### config.mk
export PLATFORM = sky130hd
export DESIGN_NAME = motor_lock_sequencer
export DESIGN_NICKNAME = d
export VERILOG_FILES = /design/src/rtl/mls_pkg.sv /design/src/rtl/mls_core.sv /design/src/rtl/motor_lock_sequencer.sv
export SDC_FILE = /design/constraint.sdc
export NUM_CORES = 1
export LEC_CHECK = 0
export ABC_CLOCK_PERIOD_IN_PS = 7600
export BUFFER_PORTS_ARGS = -buffer_cell sky130_fd_sc_hd__buf_4
export CAP_MARGIN = 5
export CORE_ASPECT_RATIO = 1.75
export CORE_UTILIZATION = 55
export CTS_BUF_LIST = sky130_fd_sc_hd__clkbuf_8
export CTS_CLUSTER_DIAMETER = 60
export DETAILED_ROUTE_END_ITERATION = 8
export GPL_ROUTABILITY_DRIVEN = 1
export GPL_TIMING_DRIVEN = 0
export PLACE_DENSITY = 0.74
export SYNTH_ARGS = -nofsm -noshare
export SYNTH_HDL_FRONTEND = slang
export SYNTH_SLANG_ARGS = --single-unit
export TNS_END_PERCENT = 1
### constraint.sdc
create_clock -name clk -period 7.6 [get_ports clk]
set_input_delay 0.38 -clock clk [delete_from_list [all_inputs] [get_ports clk]]
set_output_delay 0.38 -clock clk [all_outputs]
set_load 0.02 [all_outputs]
### src/rtl/mls_pkg.sv
// Package for the motor lock sequencer: phase and event codes, register indexes,
// the configuration and result structs. No dependencies.
`timescale 1ns / 1ps
`default_nettype none

package mls_pkg;

  typedef enum logic [1:0] {
    PH_CLOSING = 2'd0,
    PH_CLOSED  = 2'd1,
    PH_OPENING = 2'd2,
    PH_OPEN    = 2'd3
  } phase_t;

  typedef enum logic [2:0] {
    EV_NONE         = 3'd0,
    EV_OPEN_LIMIT   = 3'd1,
    EV_OPEN_TIMEOUT = 3'd2,
    EV_CLOSED       = 3'd3,
    EV_OPENING      = 3'd4,
    EV_CLOSING      = 3'd5
  } event_t;

  typedef enum logic [1:0] {
    REG_DEBOUNCE      = 2'd0,
    REG_OPEN_TIMEOUT  = 2'd1,
    REG_CLOSE_TIMEOUT = 2'd2,
    REG_DRIVE_DUTY    = 2'd3
  } reg_idx_t;

  localparam logic [15:0] DEBOUNCE_RESET      = 16'd50;
  localparam logic [15:0] OPEN_TIMEOUT_RESET  = 16'd5000;
  localparam logic [15:0] CLOSE_TIMEOUT_RESET = 16'd3000;
  localparam logic [7:0]  DRIVE_DUTY_RESET    = 8'd200;

  typedef struct packed {
    logic [15:0] debounce_ms;
    logic [15:0] open_timeout_ms;
    logic [15:0] close_timeout_ms;
    logic [7:0]  drive_duty;
  } cfg_t;

  typedef struct packed {
    logic [2:0] event_code;
    logic       unlocked;
    logic [1:0] lock_phase;
    logic [7:0] duty_close_leg;
    logic [7:0] duty_open_leg;
  } result_t;

endpackage

`default_nettype wire

### src/rtl/mls_core.sv
// Debouncer and lock phase sequencer with their state registers.
// Depends on mls_pkg.
`timescale 1ns / 1ps
`default_nettype none

module mls_core #(
  parameter int TIMER_WIDTH = 16
) (
  input  wire logic             clk,
  input  wire logic             rst_n,
  input  wire logic             step,
  input  wire logic [9:0]       delta_ms,
  input  wire logic             limit_level,
  input  wire logic             open_req,
  input  wire logic             close_req,
  input  wire mls_pkg::cfg_t    cfg,
  output mls_pkg::result_t      result
);

  localparam int SUM_W = ((TIMER_WIDTH > 10) ? TIMER_WIDTH : 10) + 1;
  localparam int CMP_W = (TIMER_WIDTH > 16) ? TIMER_WIDTH : 16;
  localparam logic [TIMER_WIDTH-1:0] TIMER_MAX = '1;

  mls_pkg::phase_t          phase_r, phase_nxt;
  logic [TIMER_WIDTH-1:0]   phase_elapsed_r, phase_elapsed_nxt;
  logic [TIMER_WIDTH-1:0]   settle_elapsed_r, settle_elapsed_nxt;
  logic                     limit_previous_r, limit_previous_nxt;
  logic                     limit_settled_r, limit_settled_nxt;

  logic                     reading;
  logic [SUM_W-1:0]         settle_sum, phase_sum;
  logic [TIMER_WIDTH-1:0]   settle_inc, phase_inc;
  logic                     settled_now;
  logic                     close_done, open_done;
  logic [7:0]               open_leg, close_leg;
  mls_pkg::event_t          ev;

  assign reading    = ~limit_level;
  assign settle_sum = SUM_W'(settle_elapsed_r) + SUM_W'(delta_ms);
  assign phase_sum  = SUM_W'(phase_elapsed_r) + SUM_W'(delta_ms);
  assign settle_inc = (settle_sum > SUM_W'(TIMER_MAX)) ? TIMER_MAX
                                                       : settle_sum[TIMER_WIDTH-1:0];
  assign phase_inc  = (phase_sum > SUM_W'(TIMER_MAX)) ? TIMER_MAX
                                                      : phase_sum[TIMER_WIDTH-1:0];

  logic [TIMER_WIDTH-1:0] settle_new;
  assign settle_new  = (reading != limit_previous_r) ? '0 : settle_inc;
  assign settled_now = (CMP_W'(settle_new) >= CMP_W'(cfg.debounce_ms)) ? reading
                                                                       : limit_settled_r;
  assign close_done  = CMP_W'(phase_inc) >= CMP_W'(cfg.close_timeout_ms);
  assign open_done   = CMP_W'(phase_inc) >= CMP_W'(cfg.open_timeout_ms);

  always_comb begin
    phase_nxt          = phase_r;
    phase_elapsed_nxt  = phase_inc;
    settle_elapsed_nxt = settle_new;
    limit_previous_nxt = reading;
    limit_settled_nxt  = settled_now;
    unique case (phase_r)
      mls_pkg::PH_CLOSING: begin
        if (close_done) begin
          phase_nxt         = mls_pkg::PH_CLOSED;
          phase_elapsed_nxt = '0;
        end
      end
      mls_pkg::PH_CLOSED: begin
        if (open_req) begin
          phase_nxt          = mls_pkg::PH_OPENING;
          phase_elapsed_nxt  = '0;
          settle_elapsed_nxt = '0;
          limit_previous_nxt = 1'b0;
          limit_settled_nxt  = 1'b0;
        end
      end
      mls_pkg::PH_OPENING: begin
        if (settled_now || open_done) begin
          phase_nxt         = mls_pkg::PH_OPEN;
          phase_elapsed_nxt = '0;
        end
      end
      mls_pkg::PH_OPEN: begin
        if (close_req) begin
          phase_nxt         = mls_pkg::PH_CLOSING;
          phase_elapsed_nxt = '0;
        end
      end
      default: begin
        phase_nxt = phase_r;
      end
    endcase
  end

  always_comb begin
    open_leg  = 8'd0;
    close_leg = 8'd0;
    ev        = mls_pkg::EV_NONE;
    unique case (phase_r)
      mls_pkg::PH_CLOSING: begin
        if (close_done) begin
          ev = mls_pkg::EV_CLOSED;
        end else begin
          close_leg = cfg.drive_duty;
        end
      end
      mls_pkg::PH_CLOSED: begin
        if (open_req) begin
          ev = mls_pkg::EV_OPENING;
        end
      end
      mls_pkg::PH_OPENING: begin
        if (settled_now) begin
          ev = mls_pkg::EV_OPEN_LIMIT;
        end else if (open_done) begin
          ev = mls_pkg::EV_OPEN_TIMEOUT;
        end else begin
          open_leg = cfg.drive_duty;
        end
      end
      mls_pkg::PH_OPEN: begin
        if (close_req) begin
          ev = mls_pkg::EV_CLOSING;
        end
      end
      default: begin
        ev = mls_pkg::EV_NONE;
      end
    endcase
  end

  assign result.duty_open_leg  = open_leg;
  assign result.duty_close_leg = close_leg;
  assign result.lock_phase     = phase_nxt;
  assign result.unlocked       = (phase_nxt == mls_pkg::PH_OPENING) ||
                                 (phase_nxt == mls_pkg::PH_OPEN);
  assign result.event_code     = ev;

  always_ff @(posedge clk) begin
    if (!rst_n) begin
      phase_r          <= mls_pkg::PH_OPENING;
      phase_elapsed_r  <= '0;
      settle_elapsed_r <= '0;
      limit_previous_r <= 1'b0;
      limit_settled_r  <= 1'b0;
    end else if (step) begin
      phase_r          <= phase_nxt;
      phase_elapsed_r  <= phase_elapsed_nxt;
      settle_elapsed_r <= settle_elapsed_nxt;
      limit_previous_r <= limit_previous_nxt;
      limit_settled_r  <= limit_settled_nxt;
    end
  end

endmodule

`default_nettype wire

### src/rtl/motor_lock_sequencer.sv
// Output: a result is valid in the cycle after its poll transaction is accepted while the
// output register is free or draining; a poll taken during an output stall waits longer.
// Throughput: one poll per cycle; the debouncer and sequencer finish a poll in one pass of
// logic, and a second output entry takes one more poll while a result waits, after which
// in_tready drops until the output drains. Synchronous active-low reset restores the
// register defaults, puts the lock in the opening phase with cleared timers, empties buffer.
`timescale 1ns / 1ps
`default_nettype none

module motor_lock_sequencer #(
  parameter int TIMER_WIDTH = 16
) (
  input  wire logic        clk,
  input  wire logic        rst_n,
  // [9:0] delta_ms, [10] limit_level, [11] open_req, [12] close_req, [15:13] zero
  input  wire logic [15:0] in_tdata,
  input  wire logic        in_tvalid,
  output logic             in_tready,
  // [7:0] duty_open_leg, [15:8] duty_close_leg, [17:16] lock_phase,
  // [18] unlocked, [21:19] event_code, [23:22] zero
  output logic [23:0]      out_tdata,
  output logic             out_tvalid,
  input  wire logic        out_tready,
  input  wire logic        cfg_psel,
  input  wire logic        cfg_penable,
  input  wire logic        cfg_pwrite,
  input  wire logic [3:0]  cfg_paddr,
  input  wire logic [31:0] cfg_pwdata,
  output logic [31:0]      cfg_prdata,
  output logic             cfg_pready
);

  mls_pkg::cfg_t    cfg_r;
  mls_pkg::result_t res;
  mls_pkg::result_t out_r, skid_r;
  logic             out_valid_r, skid_valid_r;
  logic             in_fire, out_fire, cfg_write;
  mls_pkg::reg_idx_t cfg_idx;

  assign cfg_pready = 1'b1;
  assign cfg_idx    = mls_pkg::reg_idx_t'(cfg_paddr[3:2]);
  assign cfg_write  = cfg_psel && cfg_penable && cfg_pwrite && cfg_pready;

  always_ff @(posedge clk) begin
    if (!rst_n) begin
      cfg_r.debounce_ms      <= mls_pkg::DEBOUNCE_RESET;
      cfg_r.open_timeout_ms  <= mls_pkg::OPEN_TIMEOUT_RESET;
      cfg_r.close_timeout_ms <= mls_pkg::CLOSE_TIMEOUT_RESET;
      cfg_r.drive_duty       <= mls_pkg::DRIVE_DUTY_RESET;
    end else if (cfg_write) begin
      unique case (cfg_idx)
        mls_pkg::REG_DEBOUNCE:      cfg_r.debounce_ms      <= cfg_pwdata[15:0];
        mls_pkg::REG_OPEN_TIMEOUT:  cfg_r.open_timeout_ms  <= cfg_pwdata[15:0];
        mls_pkg::REG_CLOSE_TIMEOUT: cfg_r.close_timeout_ms <= cfg_pwdata[15:0];
        mls_pkg::REG_DRIVE_DUTY:    cfg_r.drive_duty       <= cfg_pwdata[7:0];
        default: cfg_r <= cfg_r;
      endcase
    end
  end

  always_comb begin
    unique case (cfg_idx)
      mls_pkg::REG_DEBOUNCE:      cfg_prdata = {16'd0, cfg_r.debounce_ms};
      mls_pkg::REG_OPEN_TIMEOUT:  cfg_prdata = {16'd0, cfg_r.open_timeout_ms};
      mls_pkg::REG_CLOSE_TIMEOUT: cfg_prdata = {16'd0, cfg_r.close_timeout_ms};
      mls_pkg::REG_DRIVE_DUTY:    cfg_prdata = {24'd0, cfg_r.drive_duty};
      default:                    cfg_prdata = 32'd0;
    endcase
  end

  assign in_tready = !skid_valid_r;
  assign in_fire   = in_tvalid && in_tready;
  assign out_fire  = out_valid_r && out_tready;

  mls_core #(
    .TIMER_WIDTH(TIMER_WIDTH)
  ) u_core (
    .clk         (clk),
    .rst_n       (rst_n),
    .step        (in_fire),
    .delta_ms    (in_tdata[9:0]),
    .limit_level (in_tdata[10]),
    .open_req    (in_tdata[11]),
    .close_req   (in_tdata[12]),
    .cfg         (cfg_r),
    .result      (res)
  );

  always_ff @(posedge clk) begin
    if (!rst_n) begin
      out_valid_r  <= 1'b0;
      skid_valid_r <= 1'b0;
    end else if (skid_valid_r) begin
      if (out_fire) begin
        skid_valid_r <= 1'b0;
      end
    end else if (in_fire && out_valid_r && !out_tready) begin
      skid_valid_r <= 1'b1;
    end else if (in_fire) begin
      out_valid_r <= 1'b1;
    end else if (out_fire) begin
      out_valid_r <= 1'b0;
    end
  end

  always_ff @(posedge clk) begin
    if (skid_valid_r) begin
      if (out_fire) begin
        out_r <= skid_r;
      end
    end else if (in_fire && out_valid_r && !out_tready) begin
      skid_r <= res;
    end else if (in_fire) begin
      out_r <= res;
    end
  end

  assign out_tvalid = out_valid_r;
  assign out_tdata  = {2'b00, out_r};

  a_skid_needs_out: assert property (@(posedge clk) disable iff (!rst_n)
    skid_valid_r |-> out_valid_r)
    else $error("skid entry held while output register empty");

  a_open_drive_phase: assert property (@(posedge clk) disable iff (!rst_n)
    (out_tvalid && (out_tdata[7:0] != 8'd0)) |->
    ((out_tdata[17:16] == mls_pkg::PH_OPENING) && (out_tdata[15:8] == 8'd0)))
    else $error("opening leg driven outside the opening phase");

  a_closed_event_phase: assert property (@(posedge clk) disable iff (!rst_n)
    (out_tvalid && (out_tdata[21:19] == mls_pkg::EV_CLOSED)) |->
    ((out_tdata[17:16] == mls_pkg::PH_CLOSED) && !out_tdata[18]))
    else $error("closed event reported with wrong phase");

endmodule

`default_nettype wire
==> results.py <==
metrics = {
    "run_status": {
        "status": "completed",
    },
    "cts": {
        "cts.sinks": 138,
        "clkTransAtPathRegs_ns": 0.10,
        "hold_buffers": 0,
        "cts_root_buf": "clkbuf_8",
        "cts_buffer_depth": 2,
        "cts_resized": 0,
        "cts_max_level": 4,
        "cts_made_buffers": 17,
        "postCtsSetupRepairBufs": 0,
        "cts_tree": "done",
        "clock_latency_ns": 0.48,
    },
    "synthesis": {
        "synth_async_sr_flop_share": 0,
        "yosys_warnings": 0,
        "dominantRegCellSynth": "dfxtp_1",
        "synth-seq-cells": 138,
        "ys_types": 73,
        "synth_edf_count": 44,
        "syn_inst": 893,
        "syn_area_mm2": 0.008158,
        "syn_area_per_cell_um2": 9.135,
        "yosysSeqAreaShare": 0.3926,
    },
    "power": {
        "power.density_mw_per_mm2": 206.0,
        "power_leakage_nw": 4.022,
        "ir_drop_mv": 0.1272,
    },
    "grt": {
        "grt_max_degree": 23,
        "global_route.usage.met3": 0.04888,
        "first_global_vias": 6765,
        "grt_antenna_before_repair": 0,
        "globalRouteMet2Util": 0.5096,
        "use_met1": 0.3222,
        "grt_use_total": 0.2964,
        "grt_pass1_wl_um": 34070,
        "globalRoute.busiestLayer": "met2",
        "grt_overflow_total": 0,
    },
    "cells_and_area": {
        "syn_to_final_growth_pct": 16.04,
        "drive_gt1_frac": 0.1806,
        "fin_area_mm2": 0.009467,
        "fin_nets": 1134,
        "num_antenna_cells": 0,
        "nFillCells": 1236,
    },
    "timing": {
        "hold_violations": 0,
        "finalCritPeriodShare": 0.7531,
        "finalSetupViolCount": 0,
        "clock.fmax_ghz": 0.1747,
        "max_slew_margin": 0.2116,
        "finalSetupTns_ns": 0,
        "rsz0062_at_grt": "no",
        "skew_ns": 0.02404,
        "finalMaxSlewViolations": 0,
        "finalCriticalPeriod_ns": 5.724,
        "worstMarginPinSlew_ns": 1.174,
    },
    "floorplan": {
        "coreArea_mm2": 0.01444,
        "dieArea_mm2": 0.01534,
        "num_rows": 58,
        "io_pins": 118,
        "die_y_um": 163.1,
        "start_util": 0.5649,
        "die_w_um": 94.07,
    },
    "worst_setup_path": {
        "cp_max_fo": 10,
        "cp.required_ns": 8.01,
        "end_kind": "flip-flop",
        "cp.arrival_ns": 6.13,
        "crit_type": "flip-flop to flip-flop",
        "crit_path_start_kind": "flip-flop",
    },
    "detailed_routing": {
        "wirelength_um": 21600,
        "ant_nets": 0,
        "num_vias": 7010,
        "wl_per_cell_um": 18.02,
        "viasPerCell": 5.847,
        "drc": 0,
        "drt_iter0_markers": 483,
        "first_pass_iters": 5,
    },
    "placement": {
        "gp_congestion": 0.9425,
        "dpl_cell_area_mm2": 0.009036,
        "numPortBuffers": 76,
        "dpl.hpwl_um": 16790,
    },
    "run": {
        "max-cap-violations": 0,
    },
    "hold_path": {
        "hold_path_class": "input pin to flip-flop",
    },
}
cells in the final DEF (no fill, tap or decap), drive strengths merged, types with 11 or more instances in the layout:
cell and n:
nand2 129, buf 104, dfxtp 94, a21oi 88, inv 74, ha 67, nor2 47, edfxtp 44
clkbuf 44, o21ai 37, o211ai 23, and2 20, conb 19, mux2i 18, mux2 17, nand3 14
nor3 14, a22o 14, o21a 11, a211oi 11
synthesized netlist by cell type (all sizes together) (2+ instances only):
cell	instances	area, µm²
conb	2	7.510
edfxtp	44	1321
mux2	17	191.4
o21a	11	82.58
nand3	14	70.07
fa	2	40.04
clkbuf	27	101.4
and2	20	140.1
nand2	129	484.2
a31oi	5	31.28
or3	3	18.77
nand4	5	46.29
mux4	8	180.2
a21oi	88	447.9
o22ai	2	12.51
buf	27	186.4
a32o	2	20.02
o211a	4	40.04
nand2b	7	51.30
xnor2	4	35.03
a21o	9	67.56
xor2	8	70.07
o31a	3	27.53
nor3	14	70.07
ha	67	838.3
o211ai	23	177.7
a2111oi	3	32.53
a2bb2oi	5	50.04
a41oi	2	25.03
nor2	47	176.4
a211o	4	35.03
and3	8	55.05
inv	67	251.5
a211oi	11	92.58
o31ai	3	36.28
dfxtp	94	1882
or2	4	25.02
a22oi	8	60.06
o21ai	37	188.9
a22o	14	122.6
mux2i	18	183.9
nor2b	10	62.56
per-layer routing:
layer / share of wire / vias to the layer above
met3: 0.047 / 85
li1: - / 3388
met4: 0.075 / 0
met2: 0.50 / 254
met5: 0 / -
met1: 0.38 / 3283
per-stage QoR:
| step | instances | hold slack [ns] | total power [mW] | setup slack [ns] | utilization |
|---|---|---|---|---|---|
| after floorplan | 910 | 0.4291 | 1.173 | 3.110 | - |
| after global placement | 1166 | 0.4438 | 1.311 | 1.676 | 0.6244 |
| after detailed placement | 1167 | 0.4574 | 1.324 | 1.653 | 0.6257 |
| after CTS | 1199 | 0.08154 | 1.953 | 1.830 | 0.6555 |
| after global routing | 1199 | 0.08064 | 2.036 | 1.370 | 0.6555 |
| final | 1199 | 0.09771 | 1.950 | 1.876 | 0.6555 |
where the power goes:
group	internal, mW	total [mW]	leakage [nW]	switching (mW)
Sequential	0.805	0.823	1.20	0.0180
Combinational	0.200	0.490	2.61	0.290
Clock	0.258	0.637	0.214	0.379
Total	1.26	1.95	4.02	0.687
worst max-delay path: stages, from the launching register on:
cell and delay, ns:
dfxtp_1 0.33, ha_1 0.21, inv_1 0.07, fa_1 0.17, nor2b_1 0.07, o31a_1 0.28
o41a_1 0.34, o211ai_1 0.23, nand2_1 0.24, nand2b_1 0.12, buf_2 0.20, o21ai_0 0.32
ha_1 0.44, a211oi_1 0.25, nand3_1 0.12, a31oi_1 0.15, o21ai_0 0.32, nor3_1 0.89
a21oi_1 0.28, a21oi_2 0.27, buf_4 0.21, a22o_1 0.14
worst paths after layout:
path / start / to / slack (ns) / depth (start not counted)
worst min-delay path: out_tready / skid_valid_r / 0.1 / 2
worst min register to register: cfg_r[22] / cfg_r[22] / 0.48 / 2
worst max-delay path: u_core.phase_elapsed_r[0] / u_core.phase_elapsed_r[6] / 1.88 / 21
worst max register to register: u_core.phase_elapsed_r[0] / u_core.phase_elapsed_r[6] / 1.88 / 21
cells by family after synthesis:
logic type	after synthesis	synth area share
AOI/OAI and AO/OA	241	0.1986
xor gates and xnor gates	12	0.01288
adders and majority gates	69	0.1077
buffers and inverters	121	0.06610
DFF	138	0.3926
muxes	43	0.06810
other	2	0.0009206
and+or+nand+nor	267	0.1531
registers in the layout, indices dropped and copies added (netlist names), 2 cells and up:
| register | count |
|---|---|
| out_tdata | 22 |
| u_core.phase_elapsed_r | 16 |
| cfg_r | 56 |
| u_core.phase_r | 2 |
| u_core.settle_elapsed_r | 16 |
| skid_r | 22 |
layout make-up:
type | count | area, µm² | share of cell area
sequential | 138 | 3203 | 0.3384
clock inverter | 15 | 196.4 | 0.02075
inverter | 67 | 251.5 | 0.02657
clock buffer | 17 | 234.0 | 0.02472
tap | 180 | 225.2 | 0.02379
multi-input combinational | 651 | 4483 | 0.4736
timing repair buffer | 77 | 585.6 | 0.06186
buffer | 54 | 287.8 | 0.03040
Power figures use the tool's default switching activity.
